File: src/rcq_pkg.sv
// Shared widths, defaults, configuration indexes and stage types for the crop quantizer.
package rcq_pkg;

  localparam int PIX_W   = 16;
  localparam int DIM_W   = 10;
  localparam int SCALE_W = 24;
  localparam int Q_W     = 8;
  localparam int CFG_W   = 24;
  localparam int IDX_W   = 2;

  localparam int CROP_WIDTH_DEF  = 240;
  localparam int CROP_HEIGHT_DEF = 240;
  localparam int FRAC_BITS_DEF   = 16;

  localparam logic [DIM_W-1:0]   FRAME_WIDTH_RST  = DIM_W'(320);
  localparam logic [DIM_W-1:0]   FRAME_HEIGHT_RST = DIM_W'(240);
  localparam logic [SCALE_W-1:0] SCALE_RST        = SCALE_W'(65536);
  localparam logic [Q_W-1:0]     Q_OFFSET_RST     = '0;

  typedef enum logic [IDX_W-1:0] {
    CFG_FRAME_WIDTH  = 2'd0,
    CFG_FRAME_HEIGHT = 2'd1,
    CFG_SCALE        = 2'd2,
    CFG_Q_OFFSET     = 2'd3
  } cfg_idx_t;

  typedef struct packed {
    logic [DIM_W-1:0]   frame_width;
    logic [DIM_W-1:0]   frame_height;
    logic [SCALE_W-1:0] scale_multiplier;
    logic signed [Q_W-1:0] q_offset;
  } cfg_t;

  typedef struct packed {
    logic valid;
    logic last;
  } stage_ctl_t;

endpackage

File: src/rcq_if.sv
// Valid/ready channel interfaces for the pixel input and the quantized result.
interface rcq_pix_if;
  import rcq_pkg::*;
  logic             valid;
  logic             ready;
  logic [PIX_W-1:0] pixel;
  modport source(output valid, output pixel, input ready);
  modport sink(input valid, input pixel, output ready);
endinterface

interface rcq_q_if;
  import rcq_pkg::*;
  logic                  valid;
  logic                  ready;
  logic signed [Q_W-1:0] red_q;
  logic signed [Q_W-1:0] green_q;
  logic signed [Q_W-1:0] blue_q;
  logic                  crop_last;
  modport source(output valid, output red_q, output green_q, output blue_q,
                 output crop_last, input ready);
  modport sink(input valid, input red_q, input green_q, input blue_q,
               input crop_last, output ready);
endinterface

File: src/rgb565_center_crop_int8_quantizer.sv
// Top level of the centered-crop RGB565 to int8 quantizer.
// Pixels of the whole frame arrive in raster order on in_pix, one word per
// valid/ready handshake. Only pixels inside a CROP_WIDTH by CROP_HEIGHT
// window centered in the frame produce a word on out_q; the others are
// consumed and dropped. Each result carries the three quantized channels and
// crop_last, which marks the final pixel of the window.
// A pixel is taken every cycle while the output side keeps up. A kept pixel
// passes through the input register and then the result register before it
// is presented on out_q; the multiply, rounding and saturation sit between
// the input register and the result register.
// When the receiver stalls, the result register holds its word and the input
// register keeps taking pixels until it holds a kept one; then in_pix.ready
// drops.
// Configuration words on cfg_we, cfg_index and cfg_data set the frame size,
// the scale multiplier and the zero point; the user is to write them only
// while the block is idle, which the block itself does not enforce. They do
// not clear the row and column counters. Reset restores the default
// configuration, clears both counters and empties both registers.
module rgb565_center_crop_int8_quantizer #(
  parameter int CROP_WIDTH  = rcq_pkg::CROP_WIDTH_DEF,
  parameter int CROP_HEIGHT = rcq_pkg::CROP_HEIGHT_DEF,
  parameter int FRAC_BITS   = rcq_pkg::FRAC_BITS_DEF
) (
  input  logic                      clk,
  input  logic                      rst_n,
  rcq_pix_if.sink                   in_pix,
  rcq_q_if.source                   out_q,
  input  logic                      cfg_we,
  input  logic [rcq_pkg::IDX_W-1:0] cfg_index,
  input  logic [rcq_pkg::CFG_W-1:0] cfg_data
);
  import rcq_pkg::*;

  cfg_t             cfg_r, cfg_nxt;
  stage_ctl_t       s1_ctl;
  logic [PIX_W-1:0] s1_pixel;
  logic             s2_ready;

  always_comb begin
    cfg_nxt = cfg_r;
    if (cfg_we) begin
      unique case (cfg_idx_t'(cfg_index))
        CFG_FRAME_WIDTH:  cfg_nxt.frame_width      = cfg_data[DIM_W-1:0];
        CFG_FRAME_HEIGHT: cfg_nxt.frame_height     = cfg_data[DIM_W-1:0];
        CFG_SCALE:        cfg_nxt.scale_multiplier = cfg_data[SCALE_W-1:0];
        CFG_Q_OFFSET:     cfg_nxt.q_offset         = $signed(cfg_data[Q_W-1:0]);
        default:          cfg_nxt = cfg_r;
      endcase
    end
  end

  always_ff @(posedge clk) begin
    if (!rst_n) begin
      cfg_r.frame_width      <= FRAME_WIDTH_RST;
      cfg_r.frame_height     <= FRAME_HEIGHT_RST;
      cfg_r.scale_multiplier <= SCALE_RST;
      cfg_r.q_offset         <= Q_OFFSET_RST;
    end else begin
      cfg_r <= cfg_nxt;
    end
  end

  rcq_crop_track #(
    .CROP_WIDTH (CROP_WIDTH),
    .CROP_HEIGHT(CROP_HEIGHT)
  ) u_crop_track (
    .clk       (clk),
    .rst_n     (rst_n),
    .cfg       (cfg_r),
    .in_valid  (in_pix.valid),
    .in_ready  (in_pix.ready),
    .in_pixel  (in_pix.pixel),
    .down_ready(s2_ready),
    .s1_ctl    (s1_ctl),
    .s1_pixel  (s1_pixel)
  );

  rcq_quant #(
    .FRAC_BITS(FRAC_BITS)
  ) u_quant (
    .clk      (clk),
    .rst_n    (rst_n),
    .cfg      (cfg_r),
    .s1_ctl   (s1_ctl),
    .s1_pixel (s1_pixel),
    .s2_ready (s2_ready),
    .out_valid(out_q.valid),
    .out_ready(out_q.ready),
    .red_q    (out_q.red_q),
    .green_q  (out_q.green_q),
    .blue_q   (out_q.blue_q),
    .crop_last(out_q.crop_last)
  );

endmodule

File: src/rcq_crop_track.sv
// Row and column tracking, crop window test and input register stage.
module rcq_crop_track #(
  parameter int CROP_WIDTH  = rcq_pkg::CROP_WIDTH_DEF,
  parameter int CROP_HEIGHT = rcq_pkg::CROP_HEIGHT_DEF
) (
  input  logic                      clk,
  input  logic                      rst_n,
  input  rcq_pkg::cfg_t             cfg,
  input  logic                      in_valid,
  output logic                      in_ready,
  input  logic [rcq_pkg::PIX_W-1:0] in_pixel,
  input  logic                      down_ready,
  output rcq_pkg::stage_ctl_t       s1_ctl,
  output logic [rcq_pkg::PIX_W-1:0] s1_pixel
);
  import rcq_pkg::*;

  localparam int EXT_W = DIM_W + 1;
  localparam logic [EXT_W-1:0] CW = EXT_W'(CROP_WIDTH);
  localparam logic [EXT_W-1:0] CH = EXT_W'(CROP_HEIGHT);

  logic [DIM_W-1:0] col_r, col_nxt;
  logic [DIM_W-1:0] row_r, row_nxt;
  stage_ctl_t       s1_r, s1_nxt;
  logic [PIX_W-1:0] s1_pixel_r;

  logic [EXT_W-1:0] fw_ext, fh_ext, ox, oy, col_ext, row_ext, col_inc, row_inc;
  logic             in_window, last, accept;

  always_comb begin
    fw_ext    = {1'b0, cfg.frame_width};
    fh_ext    = {1'b0, cfg.frame_height};
    ox        = (fw_ext >= CW) ? ((fw_ext - CW) >> 1) : '0;
    oy        = (fh_ext >= CH) ? ((fh_ext - CH) >> 1) : '0;
    col_ext   = {1'b0, col_r};
    row_ext   = {1'b0, row_r};
    col_inc   = col_ext + EXT_W'(1);
    row_inc   = row_ext + EXT_W'(1);
    in_window = (col_ext >= ox) && (col_ext < ox + CW) &&
                (row_ext >= oy) && (row_ext < oy + CH);
    last      = (col_ext == ox + CW - EXT_W'(1)) && (row_ext == oy + CH - EXT_W'(1));
  end

  assign in_ready = !s1_r.valid || down_ready;
  assign accept   = in_valid && in_ready;

  always_comb begin
    col_nxt = col_r;
    row_nxt = row_r;
    if (accept) begin
      if (col_inc >= fw_ext) begin
        col_nxt = '0;
        row_nxt = (row_inc >= fh_ext) ? '0 : row_inc[DIM_W-1:0];
      end else begin
        col_nxt = col_inc[DIM_W-1:0];
      end
    end
  end

  always_comb begin
    s1_nxt = s1_r;
    if (in_ready) begin
      s1_nxt.valid = accept && in_window;
      s1_nxt.last  = last;
    end
  end

  always_ff @(posedge clk) begin
    if (!rst_n) begin
      col_r <= '0;
      row_r <= '0;
      s1_r  <= '0;
    end else begin
      col_r <= col_nxt;
      row_r <= row_nxt;
      s1_r  <= s1_nxt;
    end
  end

  always_ff @(posedge clk) begin
    if (in_ready) begin
      s1_pixel_r <= in_pixel;
    end
  end

  assign s1_ctl   = s1_r;
  assign s1_pixel = s1_pixel_r;

endmodule

File: src/rcq_quant.sv
// Channel widening, fixed-point scaling, rounding, zero point and int8 saturation.
module rcq_quant #(
  parameter int FRAC_BITS = rcq_pkg::FRAC_BITS_DEF
) (
  input  logic                             clk,
  input  logic                             rst_n,
  input  rcq_pkg::cfg_t                    cfg,
  input  rcq_pkg::stage_ctl_t              s1_ctl,
  input  logic [rcq_pkg::PIX_W-1:0]        s1_pixel,
  output logic                             s2_ready,
  output logic                             out_valid,
  input  logic                             out_ready,
  output logic signed [rcq_pkg::Q_W-1:0]   red_q,
  output logic signed [rcq_pkg::Q_W-1:0]   green_q,
  output logic signed [rcq_pkg::Q_W-1:0]   blue_q,
  output logic                             crop_last
);
  import rcq_pkg::*;

  localparam int PROD_W = Q_W + SCALE_W;
  localparam int RND_W  = PROD_W + 1;
  localparam int SUM_W  = RND_W + 1;
  localparam logic [RND_W-1:0] HALF = RND_W'(1) << (FRAC_BITS - 1);
  localparam logic signed [SUM_W-1:0] Q_MAX = SUM_W'(127);
  localparam logic signed [SUM_W-1:0] Q_MIN = -SUM_W'(128);

  function automatic logic signed [Q_W-1:0] quant(
    input logic [Q_W-1:0] c8,
    input logic [SCALE_W-1:0] m,
    input logic signed [Q_W-1:0] zp
  );
    logic [PROD_W-1:0]       prod;
    logic [RND_W-1:0]        rnd;
    logic signed [SUM_W-1:0] sum;
    logic signed [Q_W-1:0]   res;
    prod = PROD_W'(c8) * PROD_W'(m);
    rnd  = ({1'b0, prod} + HALF) >> FRAC_BITS;
    sum  = $signed({1'b0, rnd}) + SUM_W'(zp);
    if (sum > Q_MAX) begin
      res = Q_W'(127);
    end else if (sum < Q_MIN) begin
      res = Q_W'(Q_MIN);
    end else begin
      res = sum[Q_W-1:0];
    end
    return res;
  endfunction

  logic                  valid_r, valid_nxt;
  logic signed [Q_W-1:0] red_r, green_r, blue_r;
  logic                  last_r;
  logic [Q_W-1:0]        r8, g8, b8;

  assign r8 = {s1_pixel[15:11], 3'b000};
  assign g8 = {s1_pixel[10:5], 2'b00};
  assign b8 = {s1_pixel[4:0], 3'b000};

  assign s2_ready  = !valid_r || out_ready;
  assign valid_nxt = s2_ready ? s1_ctl.valid : valid_r;

  always_ff @(posedge clk) begin
    if (!rst_n) begin
      valid_r <= 1'b0;
    end else begin
      valid_r <= valid_nxt;
    end
  end

  always_ff @(posedge clk) begin
    if (s2_ready && s1_ctl.valid) begin
      red_r   <= quant(r8, cfg.scale_multiplier, cfg.q_offset);
      green_r <= quant(g8, cfg.scale_multiplier, cfg.q_offset);
      blue_r  <= quant(b8, cfg.scale_multiplier, cfg.q_offset);
      last_r  <= s1_ctl.last;
    end
  end

  assign out_valid = valid_r;
  assign red_q     = red_r;
  assign green_q   = green_r;
  assign blue_q    = blue_r;
  assign crop_last = last_r;

endmodule

File: src/flat_wrapper.sv
// flat-port wrapper written by rule: the top's interface ports become plain ports
module rgb565_center_crop_int8_quantizer_flat import rcq_pkg::*;
#(
  parameter int CROP_WIDTH  = rcq_pkg::CROP_WIDTH_DEF,
  parameter int CROP_HEIGHT = rcq_pkg::CROP_HEIGHT_DEF,
  parameter int FRAC_BITS   = rcq_pkg::FRAC_BITS_DEF
)
  (clk, rst_n, cfg_we, cfg_index, cfg_data, in_pix_valid, in_pix_pixel, in_pix_ready, out_q_valid, out_q_red_q, out_q_green_q, out_q_blue_q, out_q_crop_last, out_q_ready);
  rcq_pix_if in_pix_i ();
  rcq_q_if out_q_i ();
  input  logic clk;
  input  logic rst_n;
  input  logic cfg_we;
  input  logic [rcq_pkg::IDX_W-1:0] cfg_index;
  input  logic [rcq_pkg::CFG_W-1:0] cfg_data;
  input wire logic [$bits(in_pix_i.valid)-1:0] in_pix_valid;
  input wire logic [$bits(in_pix_i.pixel)-1:0] in_pix_pixel;
  output wire logic [$bits(in_pix_i.ready)-1:0] in_pix_ready;
  output wire logic [$bits(out_q_i.valid)-1:0] out_q_valid;
  output wire logic [$bits(out_q_i.red_q)-1:0] out_q_red_q;
  output wire logic [$bits(out_q_i.green_q)-1:0] out_q_green_q;
  output wire logic [$bits(out_q_i.blue_q)-1:0] out_q_blue_q;
  output wire logic [$bits(out_q_i.crop_last)-1:0] out_q_crop_last;
  input wire logic [$bits(out_q_i.ready)-1:0] out_q_ready;
  assign in_pix_i.valid = in_pix_valid;
  assign in_pix_i.pixel = in_pix_pixel;
  assign in_pix_ready = in_pix_i.ready;
  assign out_q_valid = out_q_i.valid;
  assign out_q_red_q = out_q_i.red_q;
  assign out_q_green_q = out_q_i.green_q;
  assign out_q_blue_q = out_q_i.blue_q;
  assign out_q_crop_last = out_q_i.crop_last;
  assign out_q_i.ready = out_q_ready;
  rgb565_center_crop_int8_quantizer #(.CROP_WIDTH(CROP_WIDTH), .CROP_HEIGHT(CROP_HEIGHT), .FRAC_BITS(FRAC_BITS)) u_core (.clk(clk), .rst_n(rst_n), .in_pix(in_pix_i), .out_q(out_q_i), .cfg_we(cfg_we), .cfg_index(cfg_index), .cfg_data(cfg_data));
endmodule
File: config.mk
export PLATFORM = sky130hd
export DESIGN_NAME = rgb565_center_crop_int8_quantizer_flat
export DESIGN_NICKNAME = d
export VERILOG_FILES = /design/src/rcq_pkg.sv /design/src/rcq_if.sv /design/src/rgb565_center_crop_int8_quantizer.sv /design/src/rcq_crop_track.sv /design/src/rcq_quant.sv /design/src/flat_wrapper.sv
export SDC_FILE = /design/constraint.sdc
export NUM_CORES = 1
export LEC_CHECK = 0
export BUFFER_PORTS_ARGS = -buffer_cell sky130_fd_sc_hd__buf_2
export CAP_MARGIN = 0
export CORE_MARGIN = 2
export CORE_UTILIZATION = 50
export CTS_CLUSTER_SIZE = 16
export DETAILED_ROUTE_END_ITERATION = 10
export GPL_TIMING_DRIVEN = 0
export PLACE_DENSITY = 0.65
export SYNTH_ARGS = -nofsm -noshare
export SYNTH_HDL_FRONTEND = slang
export SYNTH_HIERARCHICAL = 1
export SYNTH_SLANG_ARGS = --single-unit
export TNS_END_PERCENT = 100
File: constraint.sdc
create_clock -name clk -period 9 [get_ports clk]
set_clock_uncertainty 0.05 [all_clocks]
set_input_delay 1.8 -clock clk [delete_from_list [all_inputs] [get_ports clk]]
set_output_delay 1.8 -clock clk [all_outputs]
set_load 0.02 [all_outputs]
==> reports/summary.log <==
[outcome] run status finished clean
[logic_synthesis] EDFF count, synth 41
[pwr] maximum resistive drop on vdd 139 uV
[logic_synthesis] post-synthesis async set-or-reset flop share 0%
[cells_and_area] Design Area, Final 24300 um^2
[global_routing] wire length of the first global-routing pass 102 mm
[worst_setup_path] type of element launching the critical path flip-flop
[clocking] number of buffers between clock root and the deepest sink 2
[logic_synthesis] number of instances in the synthesized netlist 2679
[global_routing] initial antenna violation count 1
[cells_and_area] net total in the final layout 3262
[worst_setup_path] end of the worst register-to-register path u_core/u_quant/red_q[5]$_SDFFCE_PN1P_
[logic_synthesis] area share of xor/xnor cells in the synthesized design 7.06%
[logic_synthesis] mux cell area share after synthesis 2.39%
[floorplan] Die Y 216 um
[cells_and_area] area delta synth->final 8.39%
[clocking] clock transition at the registers of the reported paths 60 ps
[floorplan] width of the chip 216 um
[timing] post-route setup slack 449 ps
[worst_setup_path] element type at the critical path end flip-flop
[worst_setup_path] Critical path destination u_core/u_quant/red_q[5]$_SDFFCE_PN1P_
[cells_and_area] fraction of the core area covered by cells at the end of the flow 55.0%
[worst_setup_path] endpoint required time on the critical path 9120 ps
[routing] total wire length after detailed routing 63.8 mm
[timing] Min Hold Slack 390 ps
[job] reported max-cap violation count 0
[floorplan] # rows 77
[routing] WL/cell 18.9 um
[placed_design] number of instances in the placed design 3342
[worst_setup_path] delay contributed by the slowest stage of the critical path 550 ps
[worst_setup_path] Register-to-Register Setup Slack 450 ps
[timing] Worst Max-Slew Pin Slew 1250 ps
[placed_design] DP Wirelength 53.0 mm
[placed_design] routability congestion estimate 0.911
[timing] Slew Limit Fails 0
[logic_synthesis] cells taking the most area after synthesis sky130_fd_sc_hd__fa_1 (20%), sky130_fd_sc_hd__ha_1 (12%), sky130_fd_sc_hd__and2_1 (8.3%)
[cells_and_area] share of final-layout standard cells stronger than drive strength 1 8.48%
[global_routing] maximum number of pins on one net before global-route repair 39
[worst_setup_path] Arrival @ worst endpoint 8670 ps
[worst_setup_path] launch point of the worst reg-to-reg path u_core/u_crop_track/s1_pixel[14]$_DFFE_PN_
[logic_synthesis] share of the synthesized area in the top cell type 19.7%
[placed_design] Place WS -254 ps
[clocking] number of buffers added by the clock tree synthesis step 17
[worst_setup_path] R2R cell count 28
[routing] number of design-rule violations left by the first detailed-router iteration 1411
[clocking] Clock Sinks 116
[clocking] CTS tree built
[routing] remaining design rule violation count 0
[logic_synthesis] Netlist Area Pre-Place 22400 um^2
[clocking] cts-stage hold buffer count 0
[clocking] number of H-tree branching levels 4
[floorplan] core region area 44200 um^2
[logic_synthesis] Simple-Gate Fraction of Synth Area 24.2%
[pwr] Pwr per Cell Area 88.7 nW/um^2
[global_routing] sum of overflow across all layers after global routing 0
[logic_synthesis] top_reg_cell synth sky130_fd_sc_hd__dfxtp_1
[timing] final setup vio count 0
[cells_and_area] filler cell count in the final layout 4128
[pwr] standby leakage power 11.6 nW
[logic_synthesis] Adder-Cell Fraction of Synth Area 32.2%
[global_routing] total global routing track utilization 27.5%
[floorplan] Initial Util 50.8%
[timing] f_max 0.117 GHz
[logic_synthesis] share of the yosys chip area belonging to registers 12.2%
[floorplan] die outline area 46600 um^2
[routing] vias 19700
[placed_design] total placed instance area 23500 um^2
[logic_synthesis] share of the synthesized area in compound gates (AO/OA/AOI/OAI) 15.3%
[clocking] CTS root buf sky130_fd_sc_hd__clkbuf_16
[routing] Pre-Repair DR Iteration Count 5
[logic_synthesis] mean instance size in the synthesized netlist 8.38 um^2
[worst_setup_path] Worst Setup Path Type reg2reg
[logic_synthesis] distinct cell type count after synthesis 110
[timing] hold violation count in the final report 0
[logic_synthesis] dominant combinational cell family by area after synthesis adder cells
[timing] clock period minus worst slack 8550 ps
[logic_synthesis] library cell occupying the most area in the post-synthesis netlist sky130_fd_sc_hd__fa_1
[worst_setup_path] first element of the critical path u_core/u_crop_track/s1_pixel[14]$_DFFE_PN_
[clocking] Worst-Skew Late Latency 440 ps
[worst_hold_path] worst min-delay path class reg2reg
[cells_and_area] Cell Count, Final, Fillers Out 3375
[floorplan] top-level I/O count 74
[logic_synthesis] Yosys warning total 6
[routing] Post-DRT Antenna Nets 0
[timing] worst rel slew slack 15.9%
[logic_synthesis] Synth Net Count 3170
[logic_synthesis] most numerous cell types in the synthesized netlist sky130_fd_sc_hd__and2_1 (297), sky130_fd_sc_hd__nand2_1 (285), sky130_fd_sc_hd__inv_1 (259)
[cells_and_area] Antenna Cells 0
[logic_synthesis] Yosys reg bits 116
[worst_setup_path] Max stage delay cell, worst path sky130_fd_sc_hd__fa_1
[placed_design] number of buffers inserted by port buffering 71
[logic_synthesis] most common cell in the synthesized netlist sky130_fd_sc_hd__and2_1
[worst_setup_path] maximum fanout along the worst path 10
[global_routing] number of global-route vias before repair 19300
[routing] vias per inst 5.82
[timing] post-route fraction of the period consumed by the critical path 95.0%
==> metal layers <==
layer  routed length [um]  GRT usage (%)
met5                    0              0
met4                  968           5.86
met3                 4780           5.96
met2                27100           41.3
met1                30900           40.5
==> cells in the final DEF, fill, tap and decap left out, types with 27 or more instances in the layout <==
cell and count:
sky130_fd_sc_hd__nand2_1 285, sky130_fd_sc_hd__dfxtp_1 71, sky130_fd_sc_hd__nor2_1 99, sky130_fd_sc_hd__ha_1 223
sky130_fd_sc_hd__xnor2_1 90, sky130_fd_sc_hd__edfxtp_1 41, sky130_fd_sc_hd__a21oi_1 135, sky130_fd_sc_hd__o21a_1 33
sky130_fd_sc_hd__inv_1 259, sky130_fd_sc_hd__a21o_1 48, sky130_fd_sc_hd__mux2i_1 49, sky130_fd_sc_hd__clkbuf_1 60
sky130_fd_sc_hd__and3_1 27, sky130_fd_sc_hd__fa_1 221, sky130_fd_sc_hd__and2_1 297, sky130_fd_sc_hd__buf_2 81
sky130_fd_sc_hd__clkbuf_2 32, sky130_fd_sc_hd__xor2_1 81, sky130_fd_sc_hd__nand3_1 59, sky130_fd_sc_hd__o21ai_0 74
sky130_fd_sc_hd__nor3_1 49
==> how the worst min path moves through the flow <==
| stage | startpoint | endpoint | slack, ps | cells after the start |
|---|---|---|---|---|
| global route | u_core/u_crop_track/s1_ctl[0]$_SDFFE_PN0N_ | u_core/u_quant/crop_last$_DFFE_PP_ | 430 | 0 |
| global placement | u_core/u_crop_track/s1_ctl[0]$_SDFFE_PN0N_ | u_core/u_quant/crop_last$_DFFE_PP_ | 390 | 0 |
| detailed placement | u_core/u_crop_track/s1_ctl[0]$_SDFFE_PN0N_ | u_core/u_quant/crop_last$_DFFE_PP_ | 370 | 0 |
| floorplan | u_core/u_crop_track/s1_ctl[0]$_SDFFE_PN0N_ | u_core/u_quant/crop_last$_DFFE_PP_ | 350 | 0 |
| finish | u_core/u_crop_track/s1_ctl[0]$_SDFFE_PN0N_ | u_core/u_quant/crop_last$_DFFE_PP_ | 390 | 0 |
| CTS | u_core/u_crop_track/s1_ctl[0]$_SDFFE_PN0N_ | u_core/u_quant/crop_last$_DFFE_PP_ | 390 | 0 |
==> metrics by stage <==
stage	power [W]	TNS (ps)
finish	0.00216	0
global route	0.00229	-351
CTS	0.00215	0
detailed placement	0.00146	-2860
global placement	0.00144	-704
floorplan	0.00123	0
==> worst max-delay path: cells and delay by family (launching register included) <==
family | cells | cell delay (ps)
flops | 1 | 530
xor+xnor | 2 | 580
buf+inv | 4 | 660
compound gates | 11 | 2440
fa+ha+maj | 5 | 2170
simple gates | 6 | 1830
==> state kept, by name (all words and copies together), names as in the netlist <==
register,flops
u_core/cfg_r,52
u_core/u_crop_track/col_r,10
u_core/u_crop_track/row_r,10
u_core/u_crop_track/s1_ctl,2
u_core/u_crop_track/s1_pixel,16
u_core/u_quant/blue_q,8
u_core/u_quant/crop_last,1
u_core/u_quant/green_q,8
u_core/u_quant/out_valid,1
u_core/u_quant/red_q,8
==> timing repair <==
action | in CTS | in global routing
gates resized for setup | 8 | 87
pin swaps | 0 | 3
setup endpoints to repair | 21 | 22
buffers inserted | 0 | 2
==> layout make-up <==
cell class / instances / area (um^2) / area share (%)
multi-input combinational: 2187 / 18400 / 75.5
sequential: 116 / 2740 / 11.3
inverter: 260 / 976 / 4.01
tap: 592 / 741 / 3.04
buffer: 116 / 567 / 2.33
clock buffer: 21 / 450 / 1.85
timing repair buffer: 73 / 370 / 1.52
clock inverter: 10 / 131 / 0.540
==> power breakdown <==
part           leakage (nW)  switching (W)  internal, W
clock network         0.291       0.000249     0.000439
registers             0.996      0.0000331     0.000563
logic                  10.3       0.000532     0.000342
==> cells by family after synthesis <==
kind of cell / count (synthesis)
buffers and inverters: 376
adder cells (fa/ha/maj): 445
AND/OR/NAND/NOR: 1004
flip-flops: 116
multiplexers: 53
XOR/XNOR: 177
AO/OA/AOI/OAI: 508
Note: power is estimated with default switching activity, not from simulation.
